File: config.mk
export PLATFORM = sky130hd
export DESIGN_NAME = url_percent_codec
export DESIGN_NICKNAME = d
export VERILOG_FILES = /design/src/design/upc_pkg.sv /design/src/design/url_percent_codec.sv
export SDC_FILE = /design/constraint.sdc
export NUM_CORES = 1
export LEC_CHECK = 0
export BUFFER_PORTS_ARGS = -buffer_cell sky130_fd_sc_hd__buf_2
export CAP_MARGIN = 30
export CORE_ASPECT_RATIO = 1.5
export CORE_MARGIN = 2
export CORE_UTILIZATION = 55
export DETAILED_ROUTE_END_ITERATION = 10
export PLACE_DENSITY_LB_ADDON = 0.12
export SLEW_MARGIN = 20
export SYNTH_ARGS = -nofsm -noshare
export SYNTH_HDL_FRONTEND = slang
export SYNTH_SLANG_ARGS = --single-unit
File: constraint.sdc
create_clock -name aclk -period 10 [get_ports aclk]
set_input_delay 1 -clock aclk [delete_from_list [all_inputs] [get_ports aclk]]
set_output_delay 1 -clock aclk [all_outputs]
set_load 0.02 [all_outputs]
File: src/design/upc_pkg.sv
`default_nettype none
// ----------------------------------------------------------------------------
// upc_pkg
// Types, character constants and helpers for the URL percent codec.
// ----------------------------------------------------------------------------
package upc_pkg;

    localparam logic [7:0] CH_PLUS  = 8'h2B;
    localparam logic [7:0] CH_PCT   = 8'h25;
    localparam logic [7:0] CH_SPACE = 8'h20;
    localparam logic [7:0] CH_TILDE = 8'h7E;
    localparam logic [7:0] CH_DASH  = 8'h2D;
    localparam logic [7:0] CH_UNDER = 8'h5F;
    localparam logic [7:0] CH_DOT   = 8'h2E;
    localparam logic [7:0] HEX_ALPHA_OFS = 8'd55;
    localparam logic [7:0] HEX_DIGIT_OFS = 8'd48;

    localparam logic MODE_ENCODE = 1'b0;
    localparam logic MODE_DECODE = 1'b1;

    typedef enum logic [1:0] {
        ESC_IDLE = 2'd0,
        ESC_HIGH = 2'd1,
        ESC_LOW  = 2'd2
    } upc_phase_t;

    typedef struct packed {
        logic [7:0] in_byte;
        logic       in_last;
    } upc_in_t;

    typedef struct packed {
        logic [7:0] out_byte;
        logic       run_last;
        logic       string_end;
    } upc_out_t;

    function automatic logic [7:0] hex_char(input logic [3:0] nib);
        logic [7:0] n8;
        n8 = {4'h0, nib};
        return (nib > 4'd9) ? n8 + HEX_ALPHA_OFS : n8 + HEX_DIGIT_OFS;
    endfunction

    function automatic logic is_upper(input logic [7:0] c);
        return (c >= 8'h41) && (c <= 8'h5A);
    endfunction

    function automatic logic is_lower(input logic [7:0] c);
        return (c >= 8'h61) && (c <= 8'h7A);
    endfunction

    function automatic logic is_digit(input logic [7:0] c);
        return (c >= 8'h30) && (c <= 8'h39);
    endfunction

    // lenient digit: letters give 10..35, digits 0..9, anything else 0
    function automatic logic [5:0] digit_value(input logic [7:0] c);
        logic [7:0] v;
        if (is_upper(c)) begin
            v = c - 8'h37;
        end else if (is_lower(c)) begin
            v = c - 8'h57;
        end else if (is_digit(c)) begin
            v = c - 8'h30;
        end else begin
            v = 8'h00;
        end
        return v[5:0];
    endfunction

    function automatic logic passes_plain(input logic [7:0] c);
        return is_upper(c) || is_lower(c) || is_digit(c) || (c == CH_DASH) ||
               (c == CH_UNDER) || (c == CH_DOT) || (c == CH_TILDE);
    endfunction

endpackage
`default_nettype wire

File: src/design/url_percent_codec.sv
`default_nettype none
// An item's first result passes the input item register and then the output
// register to reach m_valid. Throughput: one item per cycle when it gives no
// result, or one while m_ready holds no output back; an escaped byte in encode
// mode gives three results, one at a time through the single output register.
// Reset (aresetn low, synchronous): encode mode, no escape open, both item
// registers empty.
// ----------------------------------------------------------------------------
// url_percent_codec
// Byte-stream URL form encoder/decoder with a one-bit mode register.
// ----------------------------------------------------------------------------
module url_percent_codec
    import upc_pkg::*;
(
    input  wire logic    aclk,
    input  wire logic    aresetn,
    input  wire logic    cfg_we,
    input  wire logic    cfg_wdata,
    input  wire logic    s_valid,
    output logic         s_ready,
    input  wire upc_in_t s_data,
    output logic         m_valid,
    input  wire logic    m_ready,
    output upc_out_t     m_data
);

    logic       mode_reg;
    upc_phase_t phase_reg, phase_next;
    logic [3:0] nib_reg, nib_next;
    logic       in_vld_reg;
    upc_in_t    in_reg;
    logic       out_vld_reg;
    upc_out_t   out_reg;
    logic [1:0] idx_reg;

    logic [1:0] run_cnt;
    upc_out_t   res;
    logic [5:0] dv;
    logic [7:0] c;
    logic       lst;
    logic       slot_free, step, emit, run_done;

    assign c   = in_reg.in_byte;
    assign lst = in_reg.in_last;
    assign dv  = digit_value(c);

    // result for position idx_reg of the current run, plus escape update
    always_comb begin
        run_cnt    = 2'd1;
        res        = '{out_byte: c, run_last: 1'b1, string_end: lst};
        phase_next = phase_reg;
        nib_next   = nib_reg;
        if (mode_reg == MODE_ENCODE) begin
            if (passes_plain(c)) begin
                res.out_byte = c;
            end else if (c == CH_SPACE) begin
                res.out_byte = CH_PLUS;
            end else begin
                run_cnt = 2'd3;
                case (idx_reg)
                    2'd0: begin
                        res = '{out_byte: CH_PCT, run_last: 1'b0, string_end: 1'b0};
                    end
                    2'd1: begin
                        res = '{out_byte: hex_char(c[7:4]), run_last: 1'b0,
                                string_end: 1'b0};
                    end
                    default: begin
                        res.out_byte = hex_char(c[3:0]);
                    end
                endcase
            end
        end else begin
            case (phase_reg)
                ESC_HIGH: begin
                    if (lst) begin
                        res        = '{out_byte: {dv[3:0], 4'h0}, run_last: 1'b1,
                                       string_end: 1'b1};
                        phase_next = ESC_IDLE;
                        nib_next   = 4'h0;
                    end else begin
                        run_cnt    = 2'd0;
                        phase_next = ESC_LOW;
                        nib_next   = dv[3:0];
                    end
                end
                ESC_LOW: begin
                    res.out_byte = {nib_reg, 4'h0} + {2'b00, dv};
                    phase_next   = ESC_IDLE;
                    nib_next     = 4'h0;
                end
                default: begin
                    phase_next = ESC_IDLE;
                    if (c == CH_PCT) begin
                        nib_next = 4'h0;
                        if (lst) begin
                            res.out_byte = 8'h00;
                        end else begin
                            run_cnt    = 2'd0;
                            phase_next = ESC_HIGH;
                        end
                    end else if (c == CH_PLUS) begin
                        res.out_byte = CH_SPACE;
                    end
                end
            endcase
        end
    end

    assign slot_free = !out_vld_reg || m_ready;
    assign step      = in_vld_reg && ((run_cnt == 2'd0) || slot_free);
    assign emit      = step && (run_cnt != 2'd0);
    assign run_done  = step && ((run_cnt == 2'd0) || (idx_reg == run_cnt - 2'd1));
    assign s_ready   = !in_vld_reg || run_done;
    assign m_valid   = out_vld_reg;
    assign m_data    = out_reg;

    always_ff @(posedge aclk) begin
        if (!aresetn) begin
            mode_reg    <= MODE_ENCODE;
            phase_reg   <= ESC_IDLE;
            nib_reg     <= 4'h0;
            in_vld_reg  <= 1'b0;
            out_vld_reg <= 1'b0;
            idx_reg     <= 2'd0;
        end else begin
            if (cfg_we) begin
                mode_reg  <= cfg_wdata;
                phase_reg <= ESC_IDLE;
                nib_reg   <= 4'h0;
            end else if (run_done) begin
                phase_reg <= phase_next;
                nib_reg   <= nib_next;
            end
            if (s_ready) begin
                in_vld_reg <= s_valid;
            end
            if (emit) begin
                out_vld_reg <= 1'b1;
            end else if (m_ready) begin
                out_vld_reg <= 1'b0;
            end
            if (run_done) begin
                idx_reg <= 2'd0;
            end else if (emit) begin
                idx_reg <= idx_reg + 2'd1;
            end
        end
    end

    always_ff @(posedge aclk) begin
        if (s_valid && s_ready) begin
            in_reg <= s_data;
        end
        if (emit) begin
            out_reg <= res;
        end
    end

    // mid-run position only while an item is held
    a_idx_held: assert property (@(posedge aclk) disable iff (!aresetn)
        (idx_reg != 2'd0) |-> in_vld_reg)
        else $error("run position set with no item held");

    // decode runs are at most a single result
    a_dec_single: assert property (@(posedge aclk) disable iff (!aresetn)
        (mode_reg == MODE_DECODE) |-> (idx_reg == 2'd0))
        else $error("multi-result run in decode mode");

    a_esc_mode: assert property (@(posedge aclk) disable iff (!aresetn)
        (phase_reg != ESC_IDLE) |-> (mode_reg == MODE_DECODE))
        else $error("escape open in encode mode");

    a_cfg_clear: assert property (@(posedge aclk) disable iff (!aresetn)
        cfg_we |=> ((phase_reg == ESC_IDLE) && (nib_reg == 4'h0)))
        else $error("mode write left escape state");

    a_end_run: assert property (@(posedge aclk) disable iff (!aresetn)
        (m_valid && m_data.string_end) |-> m_data.run_last)
        else $error("string end without run end");

endmodule
`default_nettype wire
Yosys cells after proc, flatten, opt, wreduce, memory -nomap -nowiden
Cells that the tools add are included.
- equality and inequality tests: 11
- reductions and logical operators: 29
- multiplexer cells: 33
- add/sub/neg operators: 10
- bitwise gates (word level): 1
- magnitude comparators: 8
- operator list (kind ; number):
    $eq A8 B6 Y1 const B ; 5
    $mux W8 ; 4
    $add A4 B6 Y7 const B ; 4
    $mux W7 ; 3
    $mux W10 ; 2
    $mux W2 ; 9
    $mux W6 ; 3
    $eq A8 B7 Y1 const B ; 2
    $ge A8 B7 Y1 const B ; 2
    $le A8 B7 Y1 const B ; 2
    $pmux W8 S2 ; 1
    $pmux W7 S2 ; 1
    $sub A6 B6 Y6 const B ; 2
    $logic_or A1 B1 Y1 ; 10
    $add A8 B6 Y8 ; 1
    $ge A8 B6 Y1 const B ; 1
    $gt A4 B4 Y1 const B ; 2
    $le A8 B6 Y1 const B ; 1
    $mux W4 ; 2
    $pmux W2 S2 ; 2
    $pmux W4 S2 ; 1
    $logic_and A1 B1 Y1 ; 7
    $reduce_or A2 Y1 ; 3
    $sub A6 B5 Y6 const B ; 1
    13 further kinds ; 21
- output and inout port bits: 12
- register bits: 30

Depth between registers and ports, before layout
Gate-level depths: netlist of the first run.
- depth in word-level cells: 16
- gate-level depth with buffers: 16

Least setup slack after synthesis of the first run
OpenSTA, ideal clock, no wires.
- path type: reg-to-reg
- from: reg in_reg (netlist bit c[0])
- to: reg out_reg (netlist bit m_data[7]), data pin
- period minus slack after synthesis: 3.333 ns
- required time: 9.742 ns
- path slack: 6.667 ns
- arrival time: 3.075 ns
- setup time: 0.258 ns
- stages on the path, launching flop included: 13
- cells stage by stage: edfxtp_1 > inv_1 > ha_1 > o21ba_1 > o21ai_0 > a211oi_1 > a211oi_1 > a211o_1 > fa_1 > nor2b_1 > a311o_1 > a31oi_1 > o21ai_1
- RTL lines (item ; RTL line ; text):
    start, declared ; url_percent_codec.sv:31 ; upc_in_t in_reg;
    start signal, assigned ; url_percent_codec.sv:153 ; in_reg <= s_data;
    end signal, assigned ; url_percent_codec.sv:156 ; out_reg <= res;
    end, declared ; url_percent_codec.sv:33 ; upc_out_t out_reg;

Worst setup path after layout of the first run
- from: reg in_reg (netlist bit c[0])
- to: out s_ready
- word-level cells in the longest chain between the ends: 15
- elaborated cells between the ends (all ways): 34
- RTL lines (item ; RTL line ; text):
    $ge A8 B7 Y1, or another cell as far along ; upc_pkg.sv:45 ; return (c >= 8'h41) && (c <= 8'h5A);
    $logic_and A1 B1 Y1, on equally long branches ; upc_pkg.sv:45, upc_pkg.sv:49 ;
    $logic_or A1 B1 Y1 (4 in series) ; upc_pkg.sv:72 ; return is_upper(c) || is_lower(c) || is_digit(c) || (c == CH_DASH) ||
    $logic_or A1 B1 Y1 (2 in series) ; upc_pkg.sv:73 ; (c == CH_UNDER) || (c == CH_DOT) || (c == CH_TILDE);
    $mux W2 ; url_percent_codec.sv:54 ; if (passes_plain(c)) begin
    $mux W2 * ; url_percent_codec.sv:53 ; if (mode_reg == MODE_ENCODE) begin
    $sub A2 B1 Y2 or $logic_not A2 Y1 (tied branches) ; url_percent_codec.sv:113, url_percent_codec.sv:111 ;
    $eq A2 B2 Y1 or $logic_or A1 B1 Y1 (tied branches) ; url_percent_codec.sv:113, url_percent_codec.sv:111 ;
    $logic_or A1 B1 Y1 or $logic_and A1 B1 Y1 (tied branches) ; url_percent_codec.sv:113, url_percent_codec.sv:111 ;
    $logic_and A1 B1 Y1 * ; url_percent_codec.sv:113 ; assign run_done = step && ((run_cnt == 2'd0) || (idx_reg == run_cnt - 2'd1));
    $logic_or A1 B1 Y1 * ; url_percent_codec.sv:114 ; assign s_ready = !in_vld_reg || run_done;
    end, declared ; url_percent_codec.sv:20 ; output logic s_ready,
Mark *: on every way between the ends. The rest lies on a longest branch, timed or not.

==> results of run 1 <==
[per-layer routing]
metal  global-route usage (%)  share of wire, %  vias to the layer above
li1                         -                 -                     1033
met1                     28.5                38                      990
met2                     44.9                52                      113
met3                     4.52               7.4                       18
met4                     10.4               2.6                        0
met5                        0                 0                        -
[layout make-up]
| type | count | area (sq um) | share of cell area [%] |
|---|---|---|---|
| multi-input cells | 202 | 1370 | 54.5 |
| inverters | 22 | 82.6 | 3.29 |
| repair buffers | 26 | 130 | 5.18 |
| clock buffers | 6 | 72.6 | 2.89 |
| flip-flops and latches | 30 | 791 | 31.5 |
| well taps | 45 | 56.3 | 2.24 |
| clock inverters | 2 | 8.76 | 0.349 |
[cells in the mapped netlist (all sizes together), types with 3 or more instances]
master	instances
a211o	4
a211oi	3
a21oi	15
a221oi	5
a22o	5
a22oi	3
a31oi	10
and3	3
clkbuf	10
dfxtp	11
edfxtp	19
ha	15
inv	21
mux2i	3
nand2	19
nand2b	5
nand3	7
nand4	3
nor2	25
nor2b	5
nor3	7
o21ai	18
or3	3
xnor2	6
[final timing paths]
path              cells after the start        from    endpoint
setup / recovery                     10        c[0]     s_ready
hold / removal                        1  nib_reg[0]  nib_reg[0]
setup reg to reg                     12        c[0]   m_data[7]
hold reg to reg                       1  nib_reg[0]  nib_reg[0]
[where the power goes]
| part | internal [mW] | total (mW) | switching [mW] |
|---|---|---|---|
| Clock | 0.0477 | 0.0941 | 0.0464 |
| Combinational | 0.0314 | 0.0811 | 0.0497 |
| Sequential | 0.143 | 0.154 | 0.0117 |
[through the flow]
step / hold slack (ps) / setup WS (ps) / cell area (sq um) / cells
global route: 518 / 5730 / 2510 / 333
CTS: 484 / 6010 / 2510 / 333
global placement: 460 / 6360 / 2430 / 325
detailed placement: 468 / 6310 / 2430 / 325
finish: 482 / 5990 / 2510 / 333
floorplan: 449 / 6670 / 2300 / 266
[cells by family after synthesis]
group	after synthesis	share of synthesized area, %
and+or+nand+nor	90	19.8
xor gates and xnor gates	6	2.28
muxes	5	2.28
buffers and inverters	34	6.20
AOI/OAI and AO/OA	85	26.1
DFF	30	34.3
adders and majority gates	16	9.02
[worst reg2reg max path, stage by stage (launching register included)]
cell,delay [ps]
sky130_fd_sc_hd__edfxtp_1,530
sky130_fd_sc_hd__inv_1,160
sky130_fd_sc_hd__ha_1,230
sky130_fd_sc_hd__o21ba_1,180
sky130_fd_sc_hd__o21ai_0,100
sky130_fd_sc_hd__a211oi_1,690
sky130_fd_sc_hd__a211oi_1,210
sky130_fd_sc_hd__a211o_1,330
sky130_fd_sc_hd__fa_1,500
sky130_fd_sc_hd__nor2b_1,40
sky130_fd_sc_hd__a311o_1,260
sky130_fd_sc_hd__a31oi_1,140
sky130_fd_sc_hd__o21ai_1,80
==> results.md, run 1 <==
- Status: complete, no violations
- Clock buffer count from CTS: 5
- Slew at the pin closest to its max-slew limit: approximately 960 ps
- H-tree level count: 2
- Kind of start point of the critical path: flop
- Leakage power figure: 1.01 nW
- Final Cycle Share: 40.1%
- Biggest fanout along the worst timing path: 15
- Die H: about 83 microns
- Top FF cell, synth: sky130_fd_sc_hd__edfxtp_1
- Post-synth EDFFs: 19
- Fin. Hold Viols: 0
- Ratio of total power to cell area: roughly 130 nW/um^2
- Clock insertion delay at the later pin of the skew report: 290 ps
- Post-CTS setup repair buffer count: 0
- Sequence of cells on the critical path: inv_1, ha_1, nor4b_2, o21ai_1, a221o_1, a211o_4, mux2i_1, nor2_1, inv_1, buf_2
- Via count: 2154
- Leftover overflow at the end of global routing: 0
- Final antenna-violating net count: 0
- Fraction of the yosys area taken by sequential cells: 34.3%
- Count of antenna diodes in the layout: 0
- Type of the setup path with the least slack: reg2out
- Gate family responsible for the most delay along the worst path: compound AO/OA/AOI/OAI gates
- Buf/Inv on CP: 3
- Number of maximum-capacitance constraint violations: 0
- Crit-path most repeated cell: sky130_fd_sc_hd__inv_1
- Share of cells above drive strength 1: 14.6%
- Drt first-iter violations: ~140
- Vias per inst: 6.47
- Largest net degree at the start of global routing: 16
- Full die area: 4730 sq um
- Highest achievable clock rate: approximately 250 MHz
- Setup repair after global routing missed its margin: no
- TritonCTS Sinks: 30
- Final wirelength: ~5.9 mm
- Library cell with the largest summed area after synthesis: sky130_fd_sc_hd__edfxtp_1
- Skew final: 6.63 ps
- Max Slew Vio Count: 0
- Gates resized, CTS repair: 0
- Site Rows: 28
- Average instance area after synthesis: 8.65 sq um
- CTS max path bufs: 2
- Starting density of the core: between 50 and 60%
- Worst slew slack as a fraction of its limit: 35.4%
- Critical path capture point type: primary output
- Vias in the first global route: approximately 2000
- Overall fraction of global-route tracks in use: 25.1%
- Post-Syn Nets: 297
- Final period demand of the worst path: approximately 4000 ps
- Clock slew seen by the registers of the worst setup and hold paths: 60 ps
- Wire length per cell after detailed routing: between 15 and 20 microns
- Initial DRT Pass Iterations: 5
- Initial antenna violation count: 0
- Synth-to-layout area growth: 9.02%
- Reg2reg setup slack: roughly 6300 ps
- Number of synthesized register bits: 30
- Total power after layout: 0.330 mW
- Filler Cells Inserted: 364
- Number of hold buffers added after CTS: 0
- Total number of nets in the final design: 318
- Final setup fails: 0
- Detailed placer's ending HPWL: 4.43 mm
- Library cell contributing the largest single delay on the critical path: sky130_fd_sc_hd__edfxtp_1
- Layout Utilization: 62.8%
- Fraction of registers with async set/reset: 0%
- Kind of path behind the tightest hold check: reg2reg
- Worst voltage drop across the vdd grid: ~0.13 mV
- TritonCTS clock tree: yes
- Boundary Pins: 27
- Required time of the worst setup path: 9000 ps
- Share of Yosys cell area claimed by the top area cell type: between 20 and 25%
- Post-synthesis cell count: 266
- X dimension of the die: 56.8 microns
- IO Port Bufs: 26
- Max FFs per register: 10
- First-pass GRT wire length: between 9 and 10 mm
- Post-route DRC violation count: 0
- Data arrival time of the worst path: 3010 ps
- Most frequent standard cell in the layout excluding fill and tap cells: sky130_fd_sc_hd__buf_2
- Core region area: 3990 sq um
- Distinct cell type count after synthesis: 59
- Yosys Warn Count: 0
- Top area cells in the synthesized netlist: sky130_fd_sc_hd__edfxtp_1 (25%), sky130_fd_sc_hd__dfxtp_1 (9.6%), sky130_fd_sc_hd__ha_1 (8.2%)
- Root Driver: sky130_fd_sc_hd__clkbuf_8
- Total negative slack for setup checks: 0 ps
- Most frequent cells in the layout: sky130_fd_sc_hd__buf_2 (26), sky130_fd_sc_hd__nor2_1 (25), sky130_fd_sc_hd__nand2_1 (19), sky130_fd_sc_hd__edfxtp_1 (19), sky130_fd_sc_hd__inv_1 (18)
- Last weighted congestion value of the routability-driven placer: 0.959
- Total standard cell area after synthesis: 2300 sq um
- Critical Path Max Stage Delay: 530 ps
Note: power is estimated with default switching activity, not from simulation.
==> inputs of run 2 (changes only) <==
==> constraint.sdc (replaced) <==
create_clock -name aclk -period 4.1 [get_ports aclk]
set_input_delay 0.41 -clock aclk [delete_from_list [all_inputs] [get_ports aclk]]
set_output_delay 0.41 -clock aclk [all_outputs]
set_load 0.02 [all_outputs]
==> run 2 against run 1 <==
Against the previous run:
- flip-flop and latch count did not move
- core utilization rose by 0.56 points
- clock power rose by 150%
- hold slack got worse by 190 ps
- via count rose by 1.8%
- clock skew fell by 2.2 ps
- combinational power rose by 140%
- critical endpoint is now m_data[7]
- sequential power rose by 150%
- non-clock buffer count rose by 3
- routed wire length rose by 0.85%
- cell count rose by 0.90%
- clock-buffer cell count did not move
==> results.md, run 2 (synthesized netlist as in run 1, its figures left out) <==
- Status: complete, no violations
- Worst voltage drop across the vdd grid: 0.279 mV (+120%)
- Final period demand of the worst path: around 3600 ps
- Clock insertion delay at the later pin of the skew report: 290 ps (about the same)
- Final wirelength: 5.94 mm (+0.85%)
- X dimension of the die: 56.8 microns (unchanged)
- Final antenna-violating net count: 0 (unchanged)
- Final setup fails: 0 (unchanged)
- Count of antenna diodes in the layout: 0 (unchanged)
- Post-route DRC violation count: 0 (unchanged)
- Critical path origin: c[1]
- CP Capture Point: m_data[7]
- Final Cycle Share: 87.8%
- Slew at the pin closest to its max-slew limit: 580 ps (-385 ps)
- Reg2reg setup slack: 500 ps (-5790 ps)
- Required time of the worst setup path: 4140 ps (-4860 ps)
- Initial DRT Pass Iterations: 5 (unchanged)
- Root Driver: sky130_fd_sc_hd__clkbuf_8
- Vias per inst: 6.52 (+0.86%)
- Most frequent standard cell in the layout excluding fill and tap cells: sky130_fd_sc_hd__buf_2
- Max FFs per register: 10 (unchanged)
- Number of maximum-capacitance constraint violations: 0 (unchanged)
- Setup repair after global routing missed its margin: no
- Max Slew Vio Count: 0 (unchanged)
- Vias in the first global route: 2036 (+2.2%)
- Layout Utilization: 63.4% (+0.56 points)
- Die H: 83.2 microns (unchanged)
- Drt first-iter violations: 122 (-11%)
- Hold WS: 297 ps (-185 ps)
- Kind of start point of the critical path: flop
- Boundary Pins: 27 (unchanged)
- Site Rows: 28 (unchanged)
- Worst slew slack as a fraction of its limit: 61.2% (+26 points)
- CTS max path bufs: 2 (unchanged)
- Filler Cells Inserted: 357 (-1.9%)
- Overall fraction of global-route tracks in use: 25.9% (+0.81 points)
- Type of the setup path with the least slack: reg2reg
- Core region area: 3990 sq um (unchanged)
- H-tree level count: 2 (unchanged)
- Global routing usage on met3: 4.36% (-0.16 points)
- GR Layer Usage met1: 30.6% (+2.1 points)
- Total negative slack for setup checks: 0 ps (unchanged)
- TritonCTS Sinks: 30 (unchanged)
- GR Util met2: 45.6% (+0.63 points)
- Final Instance Count excl. Fillers: 336 (+0.90%)
- Post-CTS setup repair buffer count: 0 (unchanged)
- TritonCTS clock tree: yes
- Number of hold buffers added after CTS: 0 (unchanged)
- Leftover overflow at the end of global routing: 0 (unchanged)
- Clock slew seen by the registers of the worst setup and hold paths: 60 ps (about the same)
- Area taken by multi-input logic gates: 1370 sq um (unchanged)
- Leakage power figure: 1.02 nW (+1.6%)
- Data arrival time of the worst path: 3640 ps (+630 ps)
- Kind of path behind the tightest hold check: in2reg
- Via count: 2192 (+1.8%)
- Clock buffer count from CTS: 5 (unchanged)
- Share of cells above drive strength 1: 15.5% (+0.88 points)
- First-pass GRT wire length: 9.69 mm (+3.3%)
- Ratio of total power to cell area: 319 nW/um^2 (+140%)
- Full die area: 4730 sq um (unchanged)
- IO Port Bufs: 26 (unchanged)
- Critical path capture point type: flop
- Most frequent cells in the layout: sky130_fd_sc_hd__buf_2 (26), sky130_fd_sc_hd__nor2_1 (25), sky130_fd_sc_hd__nand2_1 (19), sky130_fd_sc_hd__edfxtp_1 (19), sky130_fd_sc_hd__inv_1 (18)
- Endpoint of the lowest-slack register-to-register path: m_data[7]
- Fin. Hold Viols: 0 (unchanged)
- Gates resized, CTS repair: 0 (unchanged)
- Largest net degree at the start of global routing: 16 (unchanged)
- Start of the worst register-to-register path: c[1]
- Total number of nets in the final design: 321 (+0.94%)
- Total power after layout: 0.808 mW (+150%)
- Wire length per cell after detailed routing: 17.7 microns (about the same)
- Worst reg-to-reg path cell count: 13 (+1)
- Last weighted congestion value of the routability-driven placer: 0.926 (-3.4%)
- Flip-flop and latch area: 791 sq um (unchanged)
- Highest achievable clock rate: ~280 MHz
- Number of cells after detailed placement: 328 (+0.92%)
- Starting density of the core: 57.6% (unchanged)
- Initial antenna violation count: 0 (unchanged)
- Synth-to-layout area growth: 10.0%
- Skew final: 4.41 ps (-2.22 ps)
- Biggest fanout along the worst timing path: 9 (-6)
- Detailed placer's ending HPWL: 4.46 mm (+0.60%)
- Busiest layer in global routing: met2
[run 2: how the worst min path moves through the flow]
stage | cells past startpoint | start | end | slack, ps
after global routing | 1 | s_data[5] | c[4] | 290
after CTS | 1 | s_data[6] | c[5] | 300
after floorplan | 2 | phase_reg[1] | phase_reg[1] | 450
after global placement | 2 | phase_reg[0] | phase_reg[0] | 470
final | 1 | s_data[8] | c[7] | 300
after detailed placement | 2 | phase_reg[1] | phase_reg[1] | 470
[run 2: stage by stage]
stage / area (sq um) / worst slack, ps
floorplan: 2300 / 767
global placement: 2450 / 588
detailed placement: 2450 / 564
CTS: 2530 / 553
global route: 2530 / 293
finish: 2530 / 500
[run 2: critical path: stages, from the launching register on]
cell,delay [ps]
sky130_fd_sc_hd__edfxtp_1,550
sky130_fd_sc_hd__inv_1,170
sky130_fd_sc_hd__ha_1,320
sky130_fd_sc_hd__o21ba_1,200
sky130_fd_sc_hd__o21ai_0,110
sky130_fd_sc_hd__a211oi_1,350
sky130_fd_sc_hd__buf_4,200
sky130_fd_sc_hd__a211oi_1,80
sky130_fd_sc_hd__a211o_1,310
sky130_fd_sc_hd__fa_1,510
sky130_fd_sc_hd__nor2b_1,40
sky130_fd_sc_hd__a311o_1,260
sky130_fd_sc_hd__a31oi_1,150
sky130_fd_sc_hd__o21ai_1,90
[run 2: cell type report]
cell class / count / share of cell area [%]
Clock buffer: 6 / 2.87
Clock inverter: 2 / 0.346
Inverter: 22 / 3.26
Multi-Input combinational cell: 202 / 54.1
Sequential cell: 30 / 31.2
Tap cell: 45 / 2.22
Timing Repair Buffer: 29 / 6.03
[run 2: where the power goes]
part | switching [mW] | internal (mW)
Combinational | 0.120 | 0.0787
Sequential | 0.0295 | 0.348
Clock | 0.115 | 0.117
Total | 0.265 | 0.543
[run 2: routing by layer]
metal	vias to the layer above	share of wire (%)
li1	1035	-
met2	118	49
met5	-	0
met4	0	3.7
met3	30	7.3
met1	1009	40
==> inputs of run 3 (changes only) <==
--- a/config.mk
+++ b/config.mk
@@ -7,9 +7,11 @@
 export LEC_CHECK = 0
 export BUFFER_PORTS_ARGS = -buffer_cell sky130_fd_sc_hd__buf_2
 export CAP_MARGIN = 30
+export CELL_PAD_IN_SITES_DETAIL_PLACEMENT = 1
+export CELL_PAD_IN_SITES_GLOBAL_PLACEMENT = 1
 export CORE_ASPECT_RATIO = 1.5
 export CORE_MARGIN = 2
-export CORE_UTILIZATION = 55
+export CORE_UTILIZATION = 44
 export DETAILED_ROUTE_END_ITERATION = 10
 export PLACE_DENSITY_LB_ADDON = 0.12
 export SLEW_MARGIN = 20
==> run 3 against run 2 <==
Against the previous run:
- global-route usage is 0.79 points lower
- total power up 7.9%
- non-clock buffer count fell by 1
==> results.md, run 3 (synthesized netlist as in run 1, its figures left out) <==
- Status: complete, no violations
- Initial DRT Pass Iterations: 4 (-1)
- TritonCTS clock tree: yes
- Switching pwr: 0.266 mW (+0.66%)
- Skew final: 6.50 ps (+2.09 ps)
- Wire length per cell after detailed routing: 19.5 microns (+10%)
- Vias in the first global route: 2254 (+11%)
- Relative contribution of combinational cells to total power: 23.3% (-1.3 points)
- H-tree level count: 2 (unchanged)
- First-pass GRT wire length: 11.3 mm (+17%)
- Max FFs per register: 10 (unchanged)
- Via count: 2173 (-0.87%)
- Post-route DRC violation count: 0 (unchanged)
- Largest net degree at the start of global routing: 16 (unchanged)
- Ratio of total power to cell area: 338 nW/um^2 (+6.0%)
- Clock buffer count from CTS: 5 (unchanged)
- Highest achievable clock rate: 275 MHz (-1.1%)
- Data arrival time of the worst path: 3670 ps (+30 ps)
- Reg2reg setup slack: 460 ps (-40 ps)
- IO Port Bufs: 26 (unchanged)
- Type of the setup path with the least slack: reg2reg
- Total negative slack for setup checks: 0 ps (unchanged)
- Worst Slack Setup Final: 460 ps (-39.7 ps)
- Number of maximum-capacitance constraint violations: 0 (unchanged)
- Starting density of the core: 45.3% (-12 points)
- Synth-to-layout area growth: 12.0%
- Last weighted congestion value of the routability-driven placer: 0.884 (-4.5%)
- Clock power share: 33.1% (+4.4 points)
- Fin. Hold Viols: 0 (unchanged)
- Final period demand of the worst path: 3640 ps (+39.7 ps)
- Final Cycle Share: 88.8% (+0.97 points)
- Full die area: 5840 sq um (+23%)
- Root Driver: sky130_fd_sc_hd__clkbuf_8
- Kind of path behind the tightest hold check: in2reg
- Final antenna-violating net count: 0 (unchanged)
- Setup repair after global routing missed its margin: no
- Clock slew seen by the registers of the worst setup and hold paths: 70 ps (about the same)
- Initial antenna violation count: 0 (unchanged)
- Most frequent cells in the layout: sky130_fd_sc_hd__buf_2 (26), sky130_fd_sc_hd__nor2_1 (25), sky130_fd_sc_hd__nand2_1 (19), sky130_fd_sc_hd__edfxtp_1 (19), sky130_fd_sc_hd__inv_1 (18)
- CTS max path bufs: 2 (unchanged)
- Leftover overflow at the end of global routing: 0 (unchanged)
- Vias per inst: 6.07 (-7.0%)
- TritonCTS Sinks: 30 (unchanged)
- Number of hold buffers added after CTS: 0 (unchanged)
- Overall fraction of global-route tracks in use: 25.1% (-0.79 points)
- Site Rows: 32 (+14%)
- Switch share: 30.5% (-2.2 points)
- Post-CTS setup repair buffer count: 0 (unchanged)
- Detailed placer's ending HPWL: 5.36 mm (+20%)
- Drt first-iter violations: 128 (+4.9%)
- Flip-flop and latch area: 791 sq um (unchanged)
- Count of antenna diodes in the layout: 0 (unchanged)
- Area taken by multi-input logic gates: 1370 sq um (unchanged)
- Final wirelength: 6.98 mm (+17%)
- Core region area: 5080 sq um (+27%)
- Worst slew slack as a fraction of its limit: 61.2% (about the same)
- Portion of total power attributed to sequential cells: 43.6% (-3.1 points)
- Worst voltage drop across the vdd grid: 0.201 mV (-28%)
- Internal Power: 0.606 mW (+11%)
- Filler Cells Inserted: 661 (+85%)
- Kind of start point of the critical path: flop
- Final setup fails: 0 (unchanged)
- Most frequent standard cell in the layout excluding fill and tap cells: sky130_fd_sc_hd__buf_2
- Clock insertion delay at the later pin of the skew report: 280 ps (about the same)
- Gates resized, CTS repair: 0 (unchanged)
- Critical path capture point type: flop
- Leakage power figure: 1.03 nW (+0.47%)
- Share of cells above drive strength 1: 15.2% (-0.29 points)
- Required time of the worst setup path: 4130 ps (about the same)
- Max Slew Vio Count: 0 (unchanged)
- X dimension of the die: 63.1 microns (+11%)
- Boundary Pins: 27 (unchanged)
- Post-placement setup slack: 536 ps (-27.2 ps)
- Biggest fanout along the worst timing path: 9 (unchanged)
- Total number of nets in the final design: 320 (-0.31%)
- Die H: 92.6 microns (+11%)
- Slew at the pin closest to its max-slew limit: 567 ps (-13.1 ps)
-- run 3: changes by cell type in the layout (fill, tap and decap cells not counted) --
cell / change
sky130_fd_sc_hd__clkinv_2: -1
sky130_fd_sc_hd__bufinv_16: +1
sky130_fd_sc_hd__buf_4: -1
-- run 3: final timing paths --
kind,start,endpoint,cells past startpoint
worst min register to register,phase_reg[0],phase_reg[0],2
worst max register to register,c[0],m_data[7],14
worst max-delay path,c[0],m_data[7],14
worst min-delay path,s_data[1],c[0],1
-- run 3: power by group through the flow --
| stage | combinational [mW] | sequential (mW) | clock [mW] |
|---|---|---|---|
| final | 0.204 | 0.380 | 0.289 |
| after global routing | 0.223 | 0.382 | 0.308 |
| after CTS | 0.203 | 0.379 | 0.296 |
| after detailed placement | 0.202 | 0.386 | 0 |
| after global placement | 0.199 | 0.385 | 0 |
| after floorplan | 0.142 | 0.379 | 0 |
-- run 3: area by class of cell --
class	count	share of cell area, %
clock buffer	6	2.81
tap	68	3.30
multi-input combinational	202	53.1
clock inverter	2	1.31
inverter	22	3.20
sequential	30	30.7
timing repair buffer	28	5.63
-- run 3: critical path, cell delays in order (launching register included) --
cell                       delay, ps
sky130_fd_sc_hd__edfxtp_1        580
sky130_fd_sc_hd__inv_1           160
sky130_fd_sc_hd__ha_1            290
sky130_fd_sc_hd__nor4b_2         200
sky130_fd_sc_hd__o21ai_1         190
sky130_fd_sc_hd__nand3_1         140
sky130_fd_sc_hd__a21oi_1         390
sky130_fd_sc_hd__a22o_1          200
sky130_fd_sc_hd__ha_1            160
sky130_fd_sc_hd__inv_1            60
sky130_fd_sc_hd__fa_1            480
sky130_fd_sc_hd__nor2b_1          50
sky130_fd_sc_hd__a311o_1         260
sky130_fd_sc_hd__a31oi_1         140
sky130_fd_sc_hd__o21ai_1          80
-- run 3: stage by stage --
| step | utilization (%) | hold WS, ps | instance area, sq um | instances | power [mW] |
|---|---|---|---|---|---|
| finish | 50.7 | 301 | 2580 | 358 | 0.872 |
| global route | 50.7 | 287 | 2580 | 358 | 0.914 |
| CTS | 50.7 | 296 | 2580 | 358 | 0.878 |
| detailed placement | 48.6 | 471 | 2470 | 350 | 0.587 |
| global placement | 48.6 | 463 | 2470 | 350 | 0.584 |
| floorplan | - | 449 | 2300 | 266 | 0.521 |
-- run 3: layer usage --
layer | routed length (microns) | share of wire [%] | GRT usage (%) | vias up
met5 | 0 | 0 | 0 | -
met4 | 196 | 2.8 | 11.9 | 0
met3 | 143 | 2.0 | 3.28 | 15
met2 | 3780 | 54 | 46.7 | 34
met1 | 2850 | 41 | 27.6 | 1090
li1 | - | - | - | 1034
